### config.mk
export PLATFORM = sky130hd
export DESIGN_NAME = sorted_priority_queue_core
export DESIGN_NICKNAME = d
export VERILOG_FILES = /design/src/hw/rtl/spq_pkg.sv /design/src/hw/rtl/spq_cell.sv /design/src/hw/rtl/sorted_priority_queue_core.sv
export VERILOG_INCLUDE_DIRS = /design/src /design/src/hw/rtl
export SDC_FILE = /design/constraint.sdc
export NUM_CORES = 2
export LEC_CHECK = 0
export BUFFER_PORTS_ARGS = -buffer_cell sky130_fd_sc_hd__buf_2
export CAP_MARGIN = 15
export CORE_MARGIN = 2
export CORE_UTILIZATION = 35
export CTS_CLUSTER_DIAMETER = 50
export CTS_CLUSTER_SIZE = 16
export DETAILED_ROUTE_END_ITERATION = 12
export GPL_TIMING_DRIVEN = 1
export PLACE_DENSITY = 0.51
export SYNTH_ARGS = -nofsm -noshare
export SYNTH_HDL_FRONTEND = slang
export SYNTH_HIERARCHICAL = 1
export SYNTH_SLANG_ARGS = --single-unit
### constraint.sdc
create_clock -name clk -period 4.4 [get_ports clk]
set_input_delay 0.22 -clock clk [delete_from_list [all_inputs] [get_ports clk]]
set_output_delay 0.22 -clock clk [all_outputs]
set_load 0.01 [all_outputs]
### src/hw/rtl/sorted_priority_queue_core_defines.svh
// ----------------------------------------------------------------------------
// Sorted priority queue core: assertion macros
// Shared assertion forms for the queue RTL. Each macro expects clk and rst_n
// in scope at the place of use.
// ----------------------------------------------------------------------------
`ifndef SORTED_PRIORITY_QUEUE_CORE_DEFINES_SVH
`define SORTED_PRIORITY_QUEUE_CORE_DEFINES_SVH

// The consequent must hold in the same cycle as the antecedent.
`define SPQ_ASSERT_SAME(label, ante, cons, msg) \
  label: assert property (@(posedge clk) disable iff (!rst_n) (ante) |-> (cons)) \
    else $error(msg);

// The consequent must hold in the cycle after the antecedent.
`define SPQ_ASSERT_NEXT(label, ante, cons, msg) \
  label: assert property (@(posedge clk) disable iff (!rst_n) (ante) |=> (cons)) \
    else $error(msg);

`endif

### src/hw/rtl/spq_pkg.sv
// ----------------------------------------------------------------------------
// Sorted priority queue package
// Field widths, operation and status codes, and the command that the top
// level broadcasts to every cell of the chain.
// ----------------------------------------------------------------------------
package spq_pkg;

  // Field widths fixed by the interface.
  localparam int unsigned VALUE_W = 32;
  localparam int unsigned PRIO_W  = 8;
  localparam int unsigned CAP_W   = 5;
  localparam int unsigned TOTAL_W = 5;

  // Capacity after reset.
  localparam logic [CAP_W-1:0] CAP_RESET = 5'd16;

  // Operation codes.
  localparam logic OP_ENQ = 1'b0;
  localparam logic OP_DEQ = 1'b1;

  // Result status codes.
  typedef enum logic [1:0] {
    ST_DONE  = 2'd0,
    ST_FULL  = 2'd1,
    ST_EMPTY = 2'd2
  } status_t;

  // Command seen by every cell in the cycle an item is accepted.
  typedef struct packed {
    logic                     enq;
    logic                     deq;
    logic signed [VALUE_W-1:0] data;
    logic        [PRIO_W-1:0]  prio;
  } spq_cmd_t;

endpackage

### src/hw/rtl/spq_cell.sv
// ----------------------------------------------------------------------------
// Sorted priority queue cell
// One slot of the sorted chain. On an insert it compares its priority with
// the new one, then keeps, takes the new item, or takes its left neighbor's
// entry. On a removal it takes its right neighbor's entry.
// ----------------------------------------------------------------------------
module spq_cell
  import spq_pkg::*;
(
  input  logic                      clk,
  input  spq_cmd_t                  cmd,
  input  logic                      occupied,
  input  logic                      at_tail,
  input  logic                      left_gt,
  input  logic signed [VALUE_W-1:0] left_data,
  input  logic        [PRIO_W-1:0]  left_prio,
  input  logic signed [VALUE_W-1:0] right_data,
  input  logic        [PRIO_W-1:0]  right_prio,
  output logic signed [VALUE_W-1:0] cell_data,
  output logic        [PRIO_W-1:0]  cell_prio,
  output logic                      cell_gt
);

  logic signed [VALUE_W-1:0] data_r, data_nxt;
  logic        [PRIO_W-1:0]  prio_r, prio_nxt;

  // This entry is stored and must move behind the new item.
  assign cell_gt = occupied && (prio_r > cmd.prio);

  // Select the next content of the slot.
  always_comb begin
    data_nxt = data_r;
    prio_nxt = prio_r;
    if (cmd.enq) begin
      if (left_gt) begin
        data_nxt = left_data;
        prio_nxt = left_prio;
      end else if (cell_gt || at_tail) begin
        data_nxt = cmd.data;
        prio_nxt = cmd.prio;
      end
    end else if (cmd.deq) begin
      data_nxt = right_data;
      prio_nxt = right_prio;
    end
  end

  always_ff @(posedge clk) begin
    data_r <= data_nxt;
    prio_r <= prio_nxt;
  end

  assign cell_data = data_r;
  assign cell_prio = prio_r;

endmodule

### src/hw/rtl/sorted_priority_queue_core.sv
// ----------------------------------------------------------------------------
// Sorted priority queue core
// Bounded priority queue held as a chain of compare-and-shift cells, lowest
// priority number at the head; equal priorities leave in arrival order.
//
//   Channel  Ports                                  Handshake
//   input    in_opcode, in_item_value,              start high, busy low
//            in_item_priority
//   result   out_status, out_head_value,            out_strobe, one cycle
//            out_head_priority, out_entry_total
//   config   cfg_data                               cfg_we
//
// One item is accepted every clock; busy stays low, since every cell settles
// its insert or shift in its own register update, with no stall.
// The result appears in the cycle after the item is accepted, for one cycle.
// Reset empties the queue and sets the capacity to 16; the cells need no
// clearing pass, as slots beyond the entry count are never read.
// The receiver cannot stall the result.
// ----------------------------------------------------------------------------
`include "sorted_priority_queue_core_defines.svh"

module sorted_priority_queue_core
  import spq_pkg::*;
#(
  parameter int unsigned DEPTH = 16
) (
  input  logic                      clk,
  input  logic                      rst_n,
  input  logic                      start,
  output logic                      busy,
  input  logic                      in_opcode,
  input  logic signed [VALUE_W-1:0] in_item_value,
  input  logic        [PRIO_W-1:0]  in_item_priority,
  output logic                      out_strobe,
  output logic [1:0]                out_status,
  output logic signed [VALUE_W-1:0] out_head_value,
  output logic        [PRIO_W-1:0]  out_head_priority,
  output logic [TOTAL_W-1:0]        out_entry_total,
  input  logic                      cfg_we,
  input  logic [CAP_W-1:0]          cfg_data
);

  localparam int unsigned CNT_W = $clog2(DEPTH + 1);
  localparam int unsigned CMP_W = CNT_W + CAP_W;

  logic [CNT_W-1:0] count_r, count_nxt;
  logic [CAP_W-1:0] cap_r;

  logic                      out_strobe_r;
  status_t                   out_status_r, status_nxt;
  logic signed [VALUE_W-1:0] out_head_value_r, head_value_nxt;
  logic        [PRIO_W-1:0]  out_head_priority_r, head_prio_nxt;
  logic [TOTAL_W-1:0]        out_entry_total_r;

  logic     accept;
  logic     full;
  logic     empty;
  spq_cmd_t cmd;

  logic signed [VALUE_W-1:0] cell_data [DEPTH];
  logic        [PRIO_W-1:0]  cell_prio [DEPTH];
  logic                      cell_gt   [DEPTH];

  assign busy   = 1'b0;
  assign accept = start && !busy;

  // Full when the count reaches the capacity or the chain length.
  assign full  = (CMP_W'(count_r) >= CMP_W'(cap_r)) || (CMP_W'(count_r) >= CMP_W'(DEPTH));
  assign empty = (count_r == '0);

  // Command broadcast to the cells; dropped operations leave them alone.
  always_comb begin
    cmd.enq  = accept && (in_opcode == OP_ENQ) && !full;
    cmd.deq  = accept && (in_opcode == OP_DEQ) && !empty;
    cmd.data = in_item_value;
    cmd.prio = in_item_priority;
  end

  // The chain of cells, each wired to its two neighbors.
  for (genvar i = 0; i < DEPTH; i++) begin : g_cell
    logic                      left_gt;
    logic signed [VALUE_W-1:0] left_data;
    logic        [PRIO_W-1:0]  left_prio;
    logic signed [VALUE_W-1:0] right_data;
    logic        [PRIO_W-1:0]  right_prio;

    if (i == 0) begin : g_head
      assign left_gt   = 1'b0;
      assign left_data = '0;
      assign left_prio = '0;
    end else begin : g_mid
      assign left_gt   = cell_gt[i-1];
      assign left_data = cell_data[i-1];
      assign left_prio = cell_prio[i-1];
    end

    if (i == DEPTH - 1) begin : g_tail
      assign right_data = '0;
      assign right_prio = '0;
    end else begin : g_body
      assign right_data = cell_data[i+1];
      assign right_prio = cell_prio[i+1];
    end

    spq_cell u_cell (
      .clk        (clk),
      .cmd        (cmd),
      .occupied   (CNT_W'(i) < count_r),
      .at_tail    (CNT_W'(i) == count_r),
      .left_gt    (left_gt),
      .left_data  (left_data),
      .left_prio  (left_prio),
      .right_data (right_data),
      .right_prio (right_prio),
      .cell_data  (cell_data[i]),
      .cell_prio  (cell_prio[i]),
      .cell_gt    (cell_gt[i])
    );
  end

  // Next count and result fields.
  always_comb begin
    count_nxt      = count_r;
    status_nxt     = ST_DONE;
    head_value_nxt = '0;
    head_prio_nxt  = '0;
    if (in_opcode == OP_ENQ) begin
      if (full) begin
        status_nxt = ST_FULL;
      end else begin
        count_nxt = count_r + CNT_W'(1);
      end
    end else begin
      if (empty) begin
        status_nxt = ST_EMPTY;
      end else begin
        count_nxt      = count_r - CNT_W'(1);
        head_value_nxt = cell_data[0];
        head_prio_nxt  = cell_prio[0];
      end
    end
  end

  // Control state: entry count, capacity and result strobe.
  always_ff @(posedge clk) begin
    if (!rst_n) begin
      count_r      <= '0;
      cap_r        <= CAP_RESET;
      out_strobe_r <= 1'b0;
    end else begin
      if (accept) begin
        count_r <= count_nxt;
      end
      if (cfg_we) begin
        cap_r <= cfg_data;
      end
      out_strobe_r <= accept;
    end
  end

  // Result payload.
  always_ff @(posedge clk) begin
    if (accept) begin
      out_status_r        <= status_nxt;
      out_head_value_r    <= head_value_nxt;
      out_head_priority_r <= head_prio_nxt;
      out_entry_total_r   <= TOTAL_W'(count_nxt);
    end
  end

  assign out_strobe        = out_strobe_r;
  assign out_status        = out_status_r;
  assign out_head_value    = out_head_value_r;
  assign out_head_priority = out_head_priority_r;
  assign out_entry_total   = out_entry_total_r;

  // Every accepted item yields a result in the next cycle.
  `SPQ_ASSERT_NEXT(a_strobe_follows, accept, out_strobe_r, "result strobe missing after accept")
  // A successful insert grows the queue by exactly one entry.
  `SPQ_ASSERT_NEXT(a_enq_grows, cmd.enq, count_r == $past(count_r) + 1'b1, "insert did not grow count")
  // An empty report carries zero fields.
  `SPQ_ASSERT_SAME(a_empty_zero, out_strobe_r && (out_status_r == ST_EMPTY), (out_entry_total_r == '0) && (out_head_value_r == '0) && (out_head_priority_r == '0), "empty result has nonzero fields")
  // The count never exceeds the chain length.
  `SPQ_ASSERT_SAME(a_count_bound, 1'b1, CMP_W'(count_r) <= CMP_W'(DEPTH), "entry count beyond chain length")
  // The two front entries stay in priority order.
  `SPQ_ASSERT_SAME(a_head_sorted, count_r >= CNT_W'(2), cell_prio[0] <= cell_prio[1], "head entries out of order")

endmodule

**Word-level counts from Yosys, hierarchy flattened**

Cells that the tools add are included.

- $add $sub $neg: 2
- Multiplexer cells: 132
- Equal/unequal tests: 31
- Divide/modulo/power cells: 0
- Order comparisons: 34
- $mul: 0
- Reduce and logical (&&, ||, !) cells: 58
- Bitwise logic cells: 1
- Shift-type cells: 0

Operator list:

| kind | number |
|---|---|
| 32-bit 2-to-1 mux | 63 |
| 8-bit 2-to-1 mux | 63 |
| 8-bit > comparator | 16 |
| 3-bit by 1-bit inequality test with 1-bit output (second input constant) | 15 |
| 4-bit by 5-bit == test with 1-bit output (first input constant) | 8 |
| 4-bit by 5-bit < comparator with 1-bit output (first input constant) | 8 |
| 2-bit AND reduction | 16 |
| 3-bit by 5-bit == test with 1-bit output (first input constant) | 4 |
| 1-bit logical AND | 20 |
| 3-bit by 5-bit < comparator with 1-bit output (first input constant) | 4 |
| 1-bit logical OR | 17 |
| 5-bit 2-to-1 mux | 3 |
| 2-bit by 5-bit == test with 1-bit output (first input constant) | 2 |
| 1-bit by 5-bit < comparator with 1-bit output (first input constant) | 2 |
| 2-bit by 5-bit < comparator with 1-bit output (first input constant) | 2 |
| 5-bit by 1-bit adder with 5-bit output (second input constant) | 1 |
| 1-bit by 5-bit == test with 1-bit output (first input constant) | 1 |
| 5-bit greater-or-equal comparator | 1 |
| 5-bit greater-or-equal comparator (second input constant) | 1 |
| 5-bit logical NOT | 1 |
| 5-bit by 1-bit subtractor with 5-bit output (second input constant) | 1 |
| 2-bit 2-to-1 mux | 2 |
| 1-bit logical NOT | 2 |
| 2-bit by 1-bit inequality test with 1-bit output (second input constant) | 1 |
| 4 further kinds | 4 |

- Input bits: 50
- Memories: 0
- Memory bits (writable): 0
- ROM bits: 0
- Register bits: 698
- Bits in latches: 0

**Depth between registers and ports, before layout**

- Depth after elaboration: 6
- Gate-level depth with buffers: 11
- Gate-level depth less buffers: 9

**Modules after synthesis**

Netlist, hierarchy kept.

Modules (own cells, without submodules):

| module | instances | cells each | area each (um^2) |
|---|---|---|---|
| spq_cell at g_cell[0].u_cell ... | 9 | 208 | 2,306.0 |
| spq_cell at g_cell[3].u_cell ... | 7 | 208 | 2,298.5 |
| sorted_priority_queue_core | 1 | 263 | 2,869.0 |

**Worst setup path before layout**

OpenSTA, ideal clock, no wires.

- Path type: reg2reg
- Start: register count_r[0]
- End: register g_cell[15].u_cell.data_r[0] (enable)
- Arrival: 4,443 ps
- Cell stages (with the launch flop): 12
- Required time: 3,952 ps
- Path slack: -491 ps
- Buffers on the path: 2
- Setup time: 448 ps
- Cell sequence: dfxtp_1 -> clkbuf_1 -> inv_1 -> ha_1 -> nand2b_1 -> a31oi_1 -> o21ai_1 -> nor2_1 -> buf_2 -> nor2_1 -> a21oi_1 -> a21boi_1

RTL lines:

| item | line | text |
|---|---|---|
| from (decl) | sorted_priority_queue_core.sv:46 | `logic [CNT_W-1:0] count_r, count_nxt;` |
| from (signal assigned) | sorted_priority_queue_core.sv:152 | `count_r <= count_nxt;` |
| to (signal assigned) | spq_cell.sv:49 | `data_r <= data_nxt;` |
| to (decl) | spq_cell.sv:24 | `logic signed [VALUE_W-1:0] data_r, data_nxt;` |

==> results.md <==
- Starting DRT DRC Count: 1702
- Most frequent cells in the layout: nor2_1, a21oi_1, edfxtp_1
- VDD IR-drop max: 0.0002865 V
- GRT overflow: 0
- Core ar.: 112500 sq um
- Area of the multi-input gates: 17100 sq um
- Remaining DRCs: 0
- FF/Latch Area: 20850 sq um
- Setup ws final: 0.4422 ns
- Type of the worst min-delay path: in2reg
- Final min period: 3.958 ns
- Most common cell after layout, fill and taps aside: nor2_1
- PD cells: 570.3 nW/um^2
- Leak pwr: 0.01597 uW
- Synth Cell Area: 39710 sq um
- Post-route ant nets: 0
- Gpl congestion: 0.7694
- CTS tree: yes
- Total CTS buffers: 93
- Psw: 8713 uW
- RSZ-0062 raised after global routing: false
- Initial antenna violation count: 11
- Final Max Slew Viols: 0
- Die footprint: 116200 sq um
- Max cap viols: 0
- Hold WS: 0.09388 ns
- Clock buffer depth: 3
- Clock transition at the registers of the reported paths: 0.06 ns
- H-Tree Depth: 3
- Crit path arrival time: 4.30 ns
- Initial Utilization: 0.3530
- YS warnings: 6
- Wire length per cell: 19.35 um
- DR pass1 iterations: 7
- First-pass GRT wire length: 158200 um
- Run status: finished clean
- CTS Sinks: 698
- Place WS: 0.5156 ns
- Setup violators final: 0
- Die width: 340.8 um
- Syn Inst Count: 3590
- Crit Path Max Fanout: 254
- Internal: 17030 uW
- Total Routing Usage GR: 0.1741
- Largest net degree at the start of global routing: 255
- CTS root buf: clkbuf_16
- Post-Syn Area per Cell: 11.06 sq um
- Cells resized by post-CTS repair: 0
- Nets: 3907
- Clock Latency Late Sink: 0.67 ns
- Worst endpoint required time: 4.75 ns
- Crit end category: flip-flop
- # rows: 123
- Fin crit share: 0.8995
- Gate power share: 0.274
- Layout cells sized above 1: 0.1046
- Switching share of power: 0.3385
- Vias per cell: 4.985
- Skew final: 0.03403 ns
- PortBufs: 97
- Setup TNS: 0 ns
- Kind of critical path: reg2reg
- Least-Margin Pin Slew: 1.225 ns
- Via Count: 26404
- Area Growth Syn to Fin: 13.67%
- Die H: 340.8 um
- WL final: 102500 um
- Sequential power share: 0.417
- Vias in the first global route: 25880
- Fmax: 0.2527 GHz
- Post-Place Cells: 5107
- Final hold viol count: 0
- Clock power frac: 0.309
- Fill cell total of the finished layout: 10852
- Final Instance Count excl. Fillers: 5297
- Startpoint types: flip-flop
- Hpwl dp: 63620 um
- Relative slew slack: 0.1833
- Io pins: 99
## worst max-delay path, cell delays in order (launching register included)
cell and delay [ns]:
dfxtp_1 0.56, inv_1 0.23, ha_1 0.33, nand2b_1 0.15, a31oi_1 0.31, o21ai_1 0.25
nor2_4 0.28, buf_12 0.20, buf_4 0.25, buf_12 0.54, a21oi_1 0.16
## power groups by stage
stage	registers (uW)	logic, uW	clock network [uW]
3_5_place_dp	10900	7120	0
6_report	10700	7050	7950
2_1_floorplan	10600	5050	0
5_1_grt	10900	7820	8430
3_3_place_gp	10800	7030	0
4_1_cts	10700	7150	8180
## layout make-up
cell class | count | share of cell area
inverter | 157 | 0.01306
timing repair buffer | 195 | 0.03299
tap | 1500 | 0.04158
multi-input combinational | 2574 | 0.3788
sequential | 698 | 0.4619
clock buffer | 105 | 0.05372
clock inverter | 67 | 0.01782
antenna | 1 | 0.00005544
## per-layer routing
metal / wire length, um / GRT usage / up-vias
li1: - / - / 13296
met1: 48910 / 0.2435 / 12463
met2: 47260 / 0.2828 / 478
met4: 1855 / 0.04414 / 18
met3: 4337 / 0.02562 / 149
met5: 127 / 0 / -
## worst paths after layout
kind	start	end	slack (ns)	cells after the start
min	in_opcode	out_status[0]	0.09	2
max reg2reg	count_r[0]	g_cell[8].u_cell/cell_data[21]	0.44	10
min reg2reg	g_cell[0].u_cell/cell_data[13]	out_head_value[13]	0.55	1
max	count_r[0]	g_cell[8].u_cell/cell_data[21]	0.44	10
## registers in the layout, summed over array words and instances (netlist names)
| register | flops |
|---|---|
| cap_r | 5 |
| count_r | 5 |
| g_cell.u_cell/cell_data | 512 |
| g_cell.u_cell/cell_prio | 128 |
| out_entry_total | 5 |
| out_head_priority | 8 |
| out_head_value | 32 |
| out_status | 2 |
| out_strobe | 1 |
## timing repair
action | CTS | global route
hold endpoints to repair | 15 | 0
hold buffers | 17 | 0
setup buffers | 0 | 0
## per-stage QoR
stage / area [sq um] / utilization / total power [uW]
floorplan: 40070 / - / 15640
global placement: 41730 / 0.3710 / 17860
detailed placement: 41730 / 0.3710 / 18000
CTS: 45130 / 0.4012 / 26070
global route: 45140 / 0.4012 / 27200
finish: 45140 / 0.4012 / 25740
(Power assumes the default switching activity.)
